<file path="src/hw/rtl/anchor_box_proposal_decoder_defines.svh">
// ----------------------------------------------------------------------------
// anchor box proposal decoder assertion macros
// shared concurrent assertion forms, clocked on clk, disabled in reset
// ----------------------------------------------------------------------------
`ifndef ANCHOR_BOX_PROPOSAL_DECODER_DEFINES_SVH
`define ANCHOR_BOX_PROPOSAL_DECODER_DEFINES_SVH

// same-cycle implication
`define ABPD_ASSERT_NOW(lbl, pre, post) \
    lbl: assert property (@(posedge clk) disable iff (!rst_n) (pre) |-> (post)) \
        else $error("abpd assertion failed");

// next-cycle implication
`define ABPD_ASSERT_NEXT(lbl, pre, post) \
    lbl: assert property (@(posedge clk) disable iff (!rst_n) (pre) |=> (post)) \
        else $error("abpd assertion failed");

`endif

</file>
<file path="src/hw/rtl/abpd_pkg.sv">
// ----------------------------------------------------------------------------
// abpd_pkg
// shared types and constants of the anchor box proposal decoder
// ----------------------------------------------------------------------------
package abpd_pkg;

    localparam int MAX_GRID_DIM_DEF  = 256;
    localparam int MAX_ANCHORS_DEF   = 4;
    localparam int NUM_KEYPOINTS_DEF = 5;

    // compare widths that cover the full parameter ranges
    localparam int DIM_CMP_W = 11;
    localparam int ANC_CMP_W = 5;
    // center of the largest grid times the largest stride
    localparam int CENTER_W  = 17;

    localparam int Q_DEPTH = 2;

    localparam int CFG_INDEX_W = 3;
    localparam int CFG_DATA_W  = 16;

    typedef enum logic [CFG_INDEX_W-1:0] {
        REG_SCORE_THRESHOLD   = 3'd0,
        REG_GRID_WIDTH        = 3'd1,
        REG_GRID_HEIGHT       = 3'd2,
        REG_STRIDE            = 3'd3,
        REG_ANCHORS_PER_CELL  = 3'd4,
        REG_KEYPOINTS_ENABLED = 3'd5
    } reg_index_t;

    localparam logic CMD_BOX      = 1'b0;
    localparam logic CMD_KEYPOINT = 1'b1;

    typedef struct packed {
        logic [15:0] score_threshold;
        logic [8:0]  grid_width;
        logic [8:0]  grid_height;
        logic [6:0]  stride;
        logic [2:0]  anchors_per_cell;
        logic        keypoints_enabled;
    } cfg_t;

    // one classified item on its way to the back end
    typedef struct packed {
        logic               is_keypoint;
        logic [CENTER_W-1:0] center_x;
        logic [CENTER_W-1:0] center_y;
        logic signed [15:0] delta_a;
        logic signed [15:0] delta_b;
        logic signed [15:0] delta_c;
        logic signed [15:0] delta_d;
        logic [15:0]        score;
        logic               last;
    } entry_t;

endpackage

</file>
<file path="src/hw/rtl/anchor_box_proposal_decoder.sv">
// ----------------------------------------------------------------------------
// anchor_box_proposal_decoder
// distance-based box and keypoint decoder over one feature map level
//
//   channel   handshake               payload
//   input     in_valid / in_ready     cmd, score, delta_a .. delta_d
//   result    out_valid / out_ready   is_keypoint, coord_a .. coord_d,
//                                     out_score, last
//   config    cfg_valid / cfg_ready   cfg_index, cfg_data
//
// one word per cycle while in_ready is high; each result is queued, then registered
// in_ready drops only when the two-entry queue in front of the back end is full
// the back end holds one result in its output register while taking the next
// reset clears the grid walk and the queue and sets the config registers to defaults
// configuration writes are always taken; cfg_ready is high in every cycle
// ----------------------------------------------------------------------------
module anchor_box_proposal_decoder #(
    parameter int MAX_GRID_DIM  = abpd_pkg::MAX_GRID_DIM_DEF,
    parameter int MAX_ANCHORS   = abpd_pkg::MAX_ANCHORS_DEF,
    parameter int NUM_KEYPOINTS = abpd_pkg::NUM_KEYPOINTS_DEF
) (
    input  logic                               clk,
    input  logic                               rst_n,
    input  logic                               cfg_valid,
    output logic                               cfg_ready,
    input  logic [abpd_pkg::CFG_INDEX_W-1:0]   cfg_index,
    input  logic [abpd_pkg::CFG_DATA_W-1:0]    cfg_data,
    input  logic                               in_valid,
    output logic                               in_ready,
    input  logic                               cmd,
    input  logic [15:0]                        score,
    input  logic signed [15:0]                 delta_a,
    input  logic signed [15:0]                 delta_b,
    input  logic signed [15:0]                 delta_c,
    input  logic signed [15:0]                 delta_d,
    output logic                               out_valid,
    input  logic                               out_ready,
    output logic                               is_keypoint,
    output logic signed [23:0]                 coord_a,
    output logic signed [23:0]                 coord_b,
    output logic signed [16:0]                 coord_c,
    output logic signed [16:0]                 coord_d,
    output logic [15:0]                        out_score,
    output logic                               last
);
    import abpd_pkg::*;

    cfg_t   cfg_reg;
    logic   fire;
    logic   push, full, pop, q_valid;
    entry_t push_entry, q_entry;

    assign cfg_ready = 1'b1;
    assign in_ready  = !full;
    assign fire      = in_valid && in_ready;

    always_ff @(posedge clk or negedge rst_n)
    begin
        if (!rst_n)
        begin
            cfg_reg.score_threshold   <= 16'd32768;
            cfg_reg.grid_width        <= 9'd80;
            cfg_reg.grid_height       <= 9'd80;
            cfg_reg.stride            <= 7'd8;
            cfg_reg.anchors_per_cell  <= 3'd2;
            cfg_reg.keypoints_enabled <= 1'b1;
        end
        else if (cfg_valid && cfg_ready)
        begin
            case (cfg_index)
                REG_SCORE_THRESHOLD:   cfg_reg.score_threshold   <= cfg_data;
                REG_GRID_WIDTH:        cfg_reg.grid_width        <= cfg_data[8:0];
                REG_GRID_HEIGHT:       cfg_reg.grid_height       <= cfg_data[8:0];
                REG_STRIDE:            cfg_reg.stride            <= cfg_data[6:0];
                REG_ANCHORS_PER_CELL:  cfg_reg.anchors_per_cell  <= cfg_data[2:0];
                REG_KEYPOINTS_ENABLED: cfg_reg.keypoints_enabled <= cfg_data[0];
                default: ;
            endcase
        end
    end

    abpd_front #(
        .MAX_GRID_DIM  (MAX_GRID_DIM),
        .MAX_ANCHORS   (MAX_ANCHORS),
        .NUM_KEYPOINTS (NUM_KEYPOINTS)
    ) u_front (
        .clk        (clk),
        .rst_n      (rst_n),
        .cfg        (cfg_reg),
        .fire       (fire),
        .cmd        (cmd),
        .score      (score),
        .delta_a    (delta_a),
        .delta_b    (delta_b),
        .delta_c    (delta_c),
        .delta_d    (delta_d),
        .push       (push),
        .push_entry (push_entry)
    );

    abpd_queue u_queue (
        .clk        (clk),
        .rst_n      (rst_n),
        .push       (push),
        .push_entry (push_entry),
        .full       (full),
        .pop        (pop),
        .q_valid    (q_valid),
        .q_entry    (q_entry)
    );

    abpd_back u_back (
        .clk         (clk),
        .rst_n       (rst_n),
        .cfg         (cfg_reg),
        .q_valid     (q_valid),
        .q_entry     (q_entry),
        .pop         (pop),
        .out_valid   (out_valid),
        .out_ready   (out_ready),
        .is_keypoint (is_keypoint),
        .coord_a     (coord_a),
        .coord_b     (coord_b),
        .coord_c     (coord_c),
        .coord_d     (coord_d),
        .out_score   (out_score),
        .last        (last)
    );

endmodule

</file>
<file path="src/hw/rtl/abpd_front.sv">
// ----------------------------------------------------------------------------
// abpd_front
// walks the cell grid, applies the score threshold and keypoint rules
// ----------------------------------------------------------------------------
module abpd_front #(
    parameter int MAX_GRID_DIM  = 256,
    parameter int MAX_ANCHORS   = 4,
    parameter int NUM_KEYPOINTS = 5
) (
    input  logic                  clk,
    input  logic                  rst_n,
    input  abpd_pkg::cfg_t        cfg,
    input  logic                  fire,
    input  logic                  cmd,
    input  logic [15:0]           score,
    input  logic signed [15:0]    delta_a,
    input  logic signed [15:0]    delta_b,
    input  logic signed [15:0]    delta_c,
    input  logic signed [15:0]    delta_d,
    output logic                  push,
    output abpd_pkg::entry_t      push_entry
);
    import abpd_pkg::*;

    localparam int CNT_W = (MAX_GRID_DIM > 1) ? $clog2(MAX_GRID_DIM) : 1;
    localparam int AW    = (MAX_ANCHORS > 1) ? $clog2(MAX_ANCHORS) : 1;
    localparam int KW    = $clog2(NUM_KEYPOINTS + 1);

    logic [CNT_W-1:0]    col_reg, col_next;
    logic [CNT_W-1:0]    row_reg, row_next;
    logic [AW-1:0]       anchor_reg, anchor_next;
    logic [CENTER_W-1:0] held_cx_reg, held_cx_next;
    logic [CENTER_W-1:0] held_cy_reg, held_cy_next;
    logic                accepted_reg, accepted_next;
    logic [KW-1:0]       kp_count_reg, kp_count_next;
    logic [15:0]         held_score_reg, held_score_next;

    logic [DIM_CMP_W-1:0] gw, gh, col_p1, row_p1;
    logic [ANC_CMP_W-1:0] na, anchor_p1;
    logic [CENTER_W-1:0]  cx, cy;
    logic                 pass;
    logic                 kp_ok;

    always_comb
    begin
        if (cfg.grid_width == '0)
            gw = DIM_CMP_W'(1);
        else if (DIM_CMP_W'(cfg.grid_width) > DIM_CMP_W'(MAX_GRID_DIM))
            gw = DIM_CMP_W'(MAX_GRID_DIM);
        else
            gw = DIM_CMP_W'(cfg.grid_width);

        if (cfg.grid_height == '0)
            gh = DIM_CMP_W'(1);
        else if (DIM_CMP_W'(cfg.grid_height) > DIM_CMP_W'(MAX_GRID_DIM))
            gh = DIM_CMP_W'(MAX_GRID_DIM);
        else
            gh = DIM_CMP_W'(cfg.grid_height);

        if (cfg.anchors_per_cell == '0)
            na = ANC_CMP_W'(1);
        else if (ANC_CMP_W'(cfg.anchors_per_cell) > ANC_CMP_W'(MAX_ANCHORS))
            na = ANC_CMP_W'(MAX_ANCHORS);
        else
            na = ANC_CMP_W'(cfg.anchors_per_cell);
    end

    assign col_p1    = DIM_CMP_W'(col_reg) + DIM_CMP_W'(1);
    assign row_p1    = DIM_CMP_W'(row_reg) + DIM_CMP_W'(1);
    assign anchor_p1 = ANC_CMP_W'(anchor_reg) + ANC_CMP_W'(1);

    assign cx = CENTER_W'(col_reg) * CENTER_W'(cfg.stride);
    assign cy = CENTER_W'(row_reg) * CENTER_W'(cfg.stride);

    assign pass  = (score >= cfg.score_threshold);
    assign kp_ok = accepted_reg && cfg.keypoints_enabled &&
                   (kp_count_reg < KW'(NUM_KEYPOINTS));

    always_comb
    begin
        col_next        = col_reg;
        row_next        = row_reg;
        anchor_next     = anchor_reg;
        held_cx_next    = held_cx_reg;
        held_cy_next    = held_cy_reg;
        accepted_next   = accepted_reg;
        kp_count_next   = kp_count_reg;
        held_score_next = held_score_reg;
        push            = 1'b0;

        push_entry.is_keypoint = 1'b0;
        push_entry.center_x    = cx;
        push_entry.center_y    = cy;
        push_entry.delta_a     = delta_a;
        push_entry.delta_b     = delta_b;
        push_entry.delta_c     = delta_c;
        push_entry.delta_d     = delta_d;
        push_entry.score       = score;
        push_entry.last        = !cfg.keypoints_enabled;

        if (fire)
        begin
            if (cmd == CMD_BOX)
            begin
                // column fastest, then row, then anchor plane
                if (col_p1 >= gw)
                begin
                    col_next = '0;
                    if (row_p1 >= gh)
                    begin
                        row_next = '0;
                        if (anchor_p1 >= na)
                            anchor_next = '0;
                        else
                            anchor_next = anchor_p1[AW-1:0];
                    end
                    else
                    begin
                        row_next = row_p1[CNT_W-1:0];
                    end
                end
                else
                begin
                    col_next = col_p1[CNT_W-1:0];
                end

                accepted_next = pass;
                if (pass)
                begin
                    kp_count_next   = '0;
                    held_score_next = score;
                    held_cx_next    = cx;
                    held_cy_next    = cy;
                    push            = 1'b1;
                end
            end
            else if (kp_ok)
            begin
                push                   = 1'b1;
                push_entry.is_keypoint = 1'b1;
                push_entry.center_x    = held_cx_reg;
                push_entry.center_y    = held_cy_reg;
                push_entry.score       = held_score_reg;
                push_entry.last        = (kp_count_reg == KW'(NUM_KEYPOINTS - 1));
                kp_count_next          = kp_count_reg + KW'(1);
            end
        end
    end

    always_ff @(posedge clk or negedge rst_n)
    begin
        if (!rst_n)
        begin
            col_reg        <= '0;
            row_reg        <= '0;
            anchor_reg     <= '0;
            held_cx_reg    <= '0;
            held_cy_reg    <= '0;
            accepted_reg   <= 1'b0;
            kp_count_reg   <= '0;
            held_score_reg <= '0;
        end
        else
        begin
            col_reg        <= col_next;
            row_reg        <= row_next;
            anchor_reg     <= anchor_next;
            held_cx_reg    <= held_cx_next;
            held_cy_reg    <= held_cy_next;
            accepted_reg   <= accepted_next;
            kp_count_reg   <= kp_count_next;
            held_score_reg <= held_score_next;
        end
    end

endmodule

</file>
<file path="src/hw/rtl/abpd_queue.sv">
// ----------------------------------------------------------------------------
// abpd_queue
// two-entry queue between the classifier and the coordinate back end
// ----------------------------------------------------------------------------
`include "anchor_box_proposal_decoder_defines.svh"

module abpd_queue (
    input  logic              clk,
    input  logic              rst_n,
    input  logic              push,
    input  abpd_pkg::entry_t  push_entry,
    output logic              full,
    input  logic              pop,
    output logic              q_valid,
    output abpd_pkg::entry_t  q_entry
);
    import abpd_pkg::*;

    localparam int PW = (Q_DEPTH > 1) ? $clog2(Q_DEPTH) : 1;
    localparam int CW = $clog2(Q_DEPTH + 1);

    entry_t          slot_reg [Q_DEPTH];
    logic [PW-1:0]   wptr_reg, wptr_next;
    logic [PW-1:0]   rptr_reg, rptr_next;
    logic [CW-1:0]   count_reg, count_next;

    assign full    = (count_reg == CW'(Q_DEPTH));
    assign q_valid = (count_reg != '0);
    assign q_entry = slot_reg[rptr_reg];

    always_comb
    begin
        wptr_next  = wptr_reg;
        rptr_next  = rptr_reg;
        count_next = count_reg;
        if (push)
            wptr_next = (wptr_reg == PW'(Q_DEPTH - 1)) ? '0 : wptr_reg + PW'(1);
        if (pop)
            rptr_next = (rptr_reg == PW'(Q_DEPTH - 1)) ? '0 : rptr_reg + PW'(1);
        if (push && !pop)
            count_next = count_reg + CW'(1);
        else if (pop && !push)
            count_next = count_reg - CW'(1);
    end

    always_ff @(posedge clk)
    begin
        if (push)
            slot_reg[wptr_reg] <= push_entry;
    end

    always_ff @(posedge clk or negedge rst_n)
    begin
        if (!rst_n)
        begin
            wptr_reg  <= '0;
            rptr_reg  <= '0;
            count_reg <= '0;
        end
        else
        begin
            wptr_reg  <= wptr_next;
            rptr_reg  <= rptr_next;
            count_reg <= count_next;
        end
    end

    `ABPD_ASSERT_NOW(a_no_push_full, full, !push)
    `ABPD_ASSERT_NOW(a_no_pop_empty, !q_valid, !pop)
    `ABPD_ASSERT_NOW(a_count_range, 1'b1, count_reg <= CW'(Q_DEPTH))
    `ABPD_ASSERT_NEXT(a_push_grows, push && !pop, count_reg == $past(count_reg) + CW'(1))

endmodule

</file>
<file path="src/hw/rtl/abpd_back.sv">
// ----------------------------------------------------------------------------
// abpd_back
// scales deltas by the stride, forms a box corner and size or a keypoint, saturates
// ----------------------------------------------------------------------------
module abpd_back (
    input  logic                  clk,
    input  logic                  rst_n,
    input  abpd_pkg::cfg_t        cfg,
    input  logic                  q_valid,
    input  abpd_pkg::entry_t      q_entry,
    output logic                  pop,
    output logic                  out_valid,
    input  logic                  out_ready,
    output logic                  is_keypoint,
    output logic signed [23:0]    coord_a,
    output logic signed [23:0]    coord_b,
    output logic signed [16:0]    coord_c,
    output logic signed [16:0]    coord_d,
    output logic [15:0]           out_score,
    output logic                  last
);
    import abpd_pkg::*;

    localparam int SUM_W = 27;
    localparam int INT_W = SUM_W - 8;
    localparam int DIF_W = INT_W + 1;

    function automatic logic signed [INT_W-1:0] trunc_q8(input logic signed [SUM_W-1:0] v);
        logic signed [SUM_W-1:0] b;
        // bias negatives so the drop of the fraction rounds toward zero
        b = v[SUM_W-1] ? v + SUM_W'(255) : v;
        return b[SUM_W-1:8];
    endfunction

    function automatic logic signed [23:0] sat24(input logic signed [SUM_W-1:0] v);
        if (v > $signed(SUM_W'(24'h7fffff)))
            return 24'sh7fffff;
        else if (v < -$signed(SUM_W'(24'h800000)))
            return 24'sh800000;
        else
            return v[23:0];
    endfunction

    function automatic logic signed [16:0] sat17(input logic signed [DIF_W-1:0] v);
        if (v > $signed(DIF_W'(17'h0ffff)))
            return 17'sh0ffff;
        else if (v < -$signed(DIF_W'(17'h10000)))
            return 17'sh10000;
        else
            return v[16:0];
    endfunction

    logic                     out_valid_reg, out_valid_next;
    logic                     is_kp_reg;
    logic signed [23:0]       ca_reg, cb_reg;
    logic signed [16:0]       cc_reg, cd_reg;
    logic [15:0]              score_reg;
    logic                     last_reg;

    logic signed [7:0]        s;
    logic signed [23:0]       pa, pb, pc, pd;
    logic signed [SUM_W-1:0]  cxq, cyq;
    logic signed [SUM_W-1:0]  xm, ym, xp, yp, xr, yr;
    logic signed [INT_W-1:0]  x0, y0, x1, y1;
    logic signed [DIF_W-1:0]  w, h;

    assign pop = q_valid && (!out_valid_reg || out_ready);

    assign s  = $signed({1'b0, cfg.stride});
    assign pa = 24'(q_entry.delta_a) * 24'(s);
    assign pb = 24'(q_entry.delta_b) * 24'(s);
    assign pc = 24'(q_entry.delta_c) * 24'(s);
    assign pd = 24'(q_entry.delta_d) * 24'(s);

    assign cxq = $signed({2'b00, q_entry.center_x, 8'h00});
    assign cyq = $signed({2'b00, q_entry.center_y, 8'h00});

    assign xm = cxq - {{(SUM_W-24){pa[23]}}, pa};
    assign ym = cyq - {{(SUM_W-24){pb[23]}}, pb};
    assign xp = cxq + {{(SUM_W-24){pa[23]}}, pa};
    assign yp = cyq + {{(SUM_W-24){pb[23]}}, pb};
    assign xr = cxq + {{(SUM_W-24){pc[23]}}, pc};
    assign yr = cyq + {{(SUM_W-24){pd[23]}}, pd};

    assign x0 = trunc_q8(xm);
    assign y0 = trunc_q8(ym);
    assign x1 = trunc_q8(xr);
    assign y1 = trunc_q8(yr);

    assign w = {x1[INT_W-1], x1} - {x0[INT_W-1], x0} + DIF_W'(1);
    assign h = {y1[INT_W-1], y1} - {y0[INT_W-1], y0} + DIF_W'(1);

    always_comb
    begin
        out_valid_next = out_valid_reg;
        if (pop)
            out_valid_next = 1'b1;
        else if (out_ready)
            out_valid_next = 1'b0;
    end

    always_ff @(posedge clk or negedge rst_n)
    begin
        if (!rst_n)
            out_valid_reg <= 1'b0;
        else
            out_valid_reg <= out_valid_next;
    end

    always_ff @(posedge clk)
    begin
        if (pop)
        begin
            is_kp_reg <= q_entry.is_keypoint;
            score_reg <= q_entry.score;
            last_reg  <= q_entry.last;
            if (q_entry.is_keypoint)
            begin
                ca_reg <= sat24(xp);
                cb_reg <= sat24(yp);
                cc_reg <= '0;
                cd_reg <= '0;
            end
            else
            begin
                ca_reg <= sat24({{(SUM_W-INT_W){x0[INT_W-1]}}, x0});
                cb_reg <= sat24({{(SUM_W-INT_W){y0[INT_W-1]}}, y0});
                cc_reg <= sat17(w);
                cd_reg <= sat17(h);
            end
        end
    end

    assign out_valid   = out_valid_reg;
    assign is_keypoint = is_kp_reg;
    assign coord_a     = ca_reg;
    assign coord_b     = cb_reg;
    assign coord_c     = cc_reg;
    assign coord_d     = cd_reg;
    assign out_score   = score_reg;
    assign last        = last_reg;

endmodule
</file>
<file path="config.mk">
export PLATFORM = sky130hd
export DESIGN_NAME = anchor_box_proposal_decoder
export DESIGN_NICKNAME = d
export VERILOG_FILES = /design/src/hw/rtl/abpd_pkg.sv /design/src/hw/rtl/anchor_box_proposal_decoder.sv /design/src/hw/rtl/abpd_front.sv /design/src/hw/rtl/abpd_queue.sv /design/src/hw/rtl/abpd_back.sv
export VERILOG_INCLUDE_DIRS = /design/src /design/src/hw/rtl
export SDC_FILE = /design/constraint.sdc
export NUM_CORES = 2
export LEC_CHECK = 0
export ABC_AREA = 0
export BUFFER_PORTS_ARGS = -buffer_cell sky130_fd_sc_hd__buf_2
export CAP_MARGIN = 40
export CORE_AREA = 2 2 237 355
export CTS_CLUSTER_SIZE = 16
export DETAILED_ROUTE_END_ITERATION = 10
export DIE_AREA = 0 0 239 357
export PLACE_DENSITY = 0.84
export SYNTH_ARGS = -nofsm -noshare
export SYNTH_HDL_FRONTEND = slang
export SYNTH_SLANG_ARGS = --single-unit
</file>
<file path="constraint.sdc">
create_clock -name clk -period 10.3 [get_ports clk]
set_clock_uncertainty 0.1 [all_clocks]
set_input_delay 3.09 -clock clk [delete_from_list [all_inputs] [get_ports clk]]
set_output_delay 3.09 -clock clk [all_outputs]
set_load 0.02 [all_outputs]
</file>
======== Word level (Yosys, flattened, before mapping) ========
Memories as Yosys holds them, arrays and structs flattened.
Cells that the tools add are included.
word-level totals
  register bits ........................... 213
  memories kept ........................... 1
  output and inout bits ................... 103
  RAM bits ................................ 232
  input port bits ......................... 105
cells by class
  order comparisons ....................... 18
  muxes and demuxes ....................... 45
  add/sub/neg operators ................... 21
  reductions and logical operators ........ 30
  bitwise logic cells ..................... 1
  eq/ne operators ......................... 7
  $mul .................................... 6
memory list
  name              words  bits a word  rd ports  clocked after memory_dff  write ports  RTL line          text
  u_queue.slot_reg  2      116          1         0                         1            abpd_queue.sv:22  entry_t slot_reg [Q_DEPTH];
operators with widths
  operator               count
  $mux 24                10
  $add 26x24->27         4
  $add 27x9->27 const B  4
  $mux 27                4
  $mux 35                3
  $mul 16x8->24          4
  $mux 17                5
  $gt 27x24->1 const B   2
  $lt 27x24->1 const B   2
  $sub 26x24->27         2
  $gt 19x24->1 const B   2
  $lt 19x24->1 const B   2
  $add 20x1->20 const B  2
  $gt 20x17->1 const B   2
  $lt 20x17->1 const B   2
  $sub 19x19->20         2
  $mux 16                2
  $mul 8x7->15           2
  $mux 9                 3
  $add 8x1->9 const B    2
  $gt 9x9->1 const B     2
  $logic_not 9->1        2
  $ge 16x16->1           1
  $mux 8                 2
  25 further kinds       60

======== Logic depth before layout (Yosys ltp) ========
An unclocked memory read counts as a cell.
  depth in word-level cells ............... 10
  gate-level depth with buffers ........... 47
  depth with buffers taken out ............ 43

======== Modules after synthesis ========
A second synthesis with hierarchy kept.
second synthesis, totals
  cells, all modules ...................... 4984
  area total of the unflattened synthesis .. 49358.6 µm²
by module, submodules not included
  module                       seq. area each (µm²)  cells each  times used  area each (µm²)
  abpd_back                    3027.9                3543        1           30515.5
  abpd_queue                   7066.8                377         1           8670.8
  abpd_front                   1651.6                961         1           8413.1
  anchor_box_proposal_decoder  1136.1                103         1           1759.2

======== Worst setup path after synthesis ========
Ideal clock, no wire load.
  kind .................................... input to register
  start ................................... input port score[0]
  end ..................................... memory u_queue.slot_reg[0][0] (netlist name), enable pin
  stages on the path ...................... 11
  setup time .............................. 0.649 ns
  buffers on the path ..................... 0
  path slack .............................. -0.793 ns
  arrival ................................. 10.344 ns
  cell sequence ........................... inv_1 > ha_1 > nand2b_1 > a21o_1 > a21o_1 > a21o_1 > a21o_1 > a2111oi_0 > nor3_1 > o21ai_0 > a31oi_1
between the ends
  longest elaborated chain between the ends .. 6
RTL lines
  item                          RTL line                           text
  start, declared               anchor_box_proposal_decoder.sv:31  input logic [15:0] score,
  $ge 16x16->1                  abpd_front.sv:75                   assign pass = (score >= cfg.score_threshold);
  $mux 1                        abpd_front.sv:128                  if (pass)
  $mux 1                        abpd_front.sv:103                  if (cmd == CMD_BOX)
  $mux 1                        abpd_front.sv:101                  if (fire)
  $mux 1                        abpd_queue.sv:48                   if (push)
  $mux 1 (implied by the code)  abpd_queue.sv:49                   slot_reg[wptr_reg] <= push_entry;
  end, declared                 abpd_queue.sv:22
No other way between the ends.

======== Final worst setup path ========
  start ................................... register u_queue.rptr_reg
  end ..................................... register u_back.cc_reg[3], in the netlist u_back.coord_c[3], data pin
between the ends
  longest elaborated chain between the ends .. 10
RTL lines
  item                                                     RTL line                          text
  start, declared                                          abpd_queue.sv:24                  logic [PW-1:0] rptr_reg, rptr_next;
  start signal, assigned                                   abpd_queue.sv:63                  rptr_reg <= rptr_next;
  $mem_v2 2x116 (*)                                        -
  $mul 16x8->24 (on tied branches)                         abpd_back.sv:72, abpd_back.sv:70
  $add 26x24->27 / $sub 26x24->27 (equally long branches)  abpd_back.sv:82, abpd_back.sv:78
  $add 27x9->27                                            abpd_back.sv:31                   b = v[SUM_W-1] ? v + SUM_W'(255) : v;
  $mux 27                                                  abpd_back.sv:31
  $sub 19x19->20                                           abpd_back.sv:90                   assign w = {x1[INT_W-1], x1} - {x0[INT_W-1], x0} + DIF_W'(1);
  $add 20x1->20                                            abpd_back.sv:90
  $lt 20x17->1                                             abpd_back.sv:47                   else if (v < -$signed(DIF_W'(17'h10000)))
  $mux 17                                                  abpd_back.sv:47
  $mux 16                                                  abpd_back.sv:45                   if (v > $signed(DIF_W'(17'h0ffff)))
  end signal, assigned                                     abpd_back.sv:128                  cc_reg <= sat17(w);
  end, declared                                            abpd_back.sv:56                   logic signed [16:0] cc_reg, cd_reg;
Every way passes the cells marked *; elsewhere a longest branch is shown, timed or not.
A chain may end at the register's enable or synchronous reset.

==> results.py <==
metrics = {
    "outcome": {
        "status": "complete, no violations",
    },
    "timing": {
        "slew_headroom": 0.460,
        "setup_viol": 0,
        "tns_ns": 0,
        "timing.final.ws_setup_ns": 0.271,
        "drv_slew": 0,
        "finalHoldViolations": 0,
        "tightest_slew_ns": 0.790,
        "min_period_ns": 10.03,
        "period_share": 0.974,
        "grt_setup_unrepaired": "true",
        "max_freq_mhz": 99.7,
    },
    "final_layout": {
        "drive_above_1_share": 0.159,
        "filler_cell_count": 6061,
        "fin_util": 0.652,
        "nets": 6214,
        "largest_reg_flops": 224,
        "area_growth_pct": 13.3,
    },
    "route": {
        "dr.pass1.iters": 5,
        "antenna_left": 0,
        "drc": 0,
        "wl_um": 122000,
        "vias": 36700,
        "vias_per_cell": 5.84,
        "drtIter0Drc": 2259,
        "route.detailed.wl_per_inst_um": 19.3,
    },
    "synth": {
        "synth_edf_count": 324,
        "synth_adder_area_share": 0.312,
        "yosys_warnings": 0,
        "synth_top_family_by_area": "adder cells",
        "synthesis.instances": 4858,
        "synthXorXnorAreaFrac": 0.0463,
        "synth-seq-area-share": 0.265,
        "synth-seq-cells": 437,
        "synth_top_area_share": 0.205,
        "synth_cell_types": 97,
        "ys_top_cells_by_area": "edfxtp_1, fa_1, ha_1, inv_1, dfrtp_1",
        "synth_ff_type": "edfxtp_1",
        "synth_simple_gate_area_frac": 0.154,
        "postSynthAreaPerCell_um2": 9.75,
        "yosys-top-cells-count": "inv_1, fa_1, ha_1",
        "synth_most_common_cell": "inv_1",
        "async_flop_share": 0.259,
        "synth.area.mux_share": 0.0445,
        "synth_top_area_cell": "edfxtp_1",
        "synth_fp_nets": 5871,
        "synth_compound_area_frac": 0.106,
        "synth.cell_area_um2": 47400,
    },
    "placed_design": {
        "dp_hpwl_um": 94200,
        "gp_congestion": 0.978,
        "post-place-ws_ns": -0.416,
        "io_buffers": 206,
    },
    "die": {
        "die_width_um": 239,
        "dieArea_um2": 85300,
        "coreArea_um2": 82300,
        "dieHeight_um": 357,
        "num_rows": 129,
        "boundaryPins": 208,
        "start_util": 0.575,
    },
    "clocking": {
        "cts_buffers": 43,
        "clk_pin_slew_ns": 0.07,
        "cts_tree": "done",
        "ctsHoldBuffers": 0,
        "clockBufferDepth": 3,
        "cts.sinks": 437,
        "clock_latency_ns": 0.63,
        "cts.htree.levels": 2,
        "clk_root_buffer_cell": "clkbuf_16",
    },
    "worst_setup_path": {
        "max_stage_delay_ns": 0.57,
        "cp-end-kind": "flop",
        "cp-start-kind": "flop",
        "cpMostUsedCell": "buf_4",
        "slowest_stage": "fa_1",
        "cp_max_fo": 13,
        "path_class": "flop to flop",
        "arrival_ns": 10.28,
        "cp_data_required_time_ns": 10.56,
    },
    "global_routing": {
        "antenna_found_initial": 10,
        "busiest_layer": "met2",
        "use_met1": 0.329,
        "globalRouteOverflowTotal": 0,
        "use_met3": 0.0458,
        "groute.usage.overall": 0.282,
        "grtUsageMet2": 0.507,
        "grt_pass1_vias": 38200,
        "grt_max_degree": 64,
        "grt_pass1_wl_um": 192000,
    },
    "job": {
        "maxCapViolCount": 0,
    },
    "hold_path": {
        "worstHoldPathType": "flop to flop",
    },
}
[path summary, 6_finish.rpt]
kind                                      start                         end  slack (ns)  depth (start not counted)
max                            u_queue.rptr_reg           u_back.coord_c[3]        0.27                         39
min                        u_front.accepted_reg        u_front.accepted_reg        0.39                          1
max reg2reg                    u_queue.rptr_reg           u_back.coord_c[3]        0.27                         39
min reg2reg                u_front.accepted_reg        u_front.accepted_reg        0.39                          1
max in group asynchronous                 rst_n                 cfg_reg[15]        6.66                          3
min in group asynchronous                 rst_n  u_front.held_score_reg[10]        2.37                          1
[per-stage QoR]
stage	area, um^2	std cells	hold slack, ns
2_1_floorplan	47400	4858	0.350
3_3_place_gp	50900	6163	0.365
3_5_place_dp	51000	6171	0.377
4_1_cts	52600	6252	0.395
5_1_grt	53700	6285	0.425
6_report	53700	6288	0.394
[cell families after synthesis]
| kind of cell | count (synthesis) |
|---|---|
| AOI/OAI and AO/OA | 768 |
| xor gates and xnor gates | 244 |
| adders and majority gates | 908 |
| buffers and inverters | 908 |
| DFF | 437 |
| muxes | 198 |
| other | 1 |
| and+or+nand+nor | 1394 |
[critical path, delay by kind of cell, from the launching register on]
family | cells | cell delay [ns]
fa+ha+maj | 8 | 3.33
xor+xnor | 2 | 0.40
mux | 1 | 0.23
compound gates | 11 | 1.99
simple gates | 9 | 2.09
flops | 1 | 0.54
buf+inv | 8 | 1.11
[final cells by class]
type,instances,area (um^2),area share
Antenna cell,4,10.0,0.000187
Multi-Input combinational cell,3515,32300,0.602
Clock inverter,25,339,0.00632
Inverter,740,2780,0.0518
Clock buffer,55,1200,0.0224
Timing Repair Buffer,464,3160,0.0588
Tap cell,1048,1310,0.0244
Sequential cell,437,12600,0.234
[placed cells by master (no fill, tap or decap), types with 100 or more instances in the layout]
cell type,Yosys,layout
dfrtp_1,106,100
nand2_1,353,352
buf_4,2,242
nor2_1,234,228
inv_1,735,734
nor2b_1,314,309
xnor2_1,139,132
a21oi_1,199,181
fa_1,454,452
o21ai_0,172,152
edfxtp_1,324,324
ha_1,454,443
buf_2,2,206
[layer usage]
| layer | routed length [um] | share of wire |
|---|---|---|
| met5 | 107 | 0.00088 |
| met4 | 5870 | 0.048 |
| met2 | 62000 | 0.51 |
| met3 | 7810 | 0.064 |
| met1 | 45800 | 0.38 |
[what timing repair did]
action,CTS,global route
gates resized for setup,15,169
cloned,0,4
endpoints found under the setup margin,32,34
endpoints found under the hold margin,0,0
buffers inserted,1,28
pin swaps,2,37
Power is left out: the tool's default activity adds up to more than one toggle a clock period on the data nets, which glitch-free logic cannot reach.
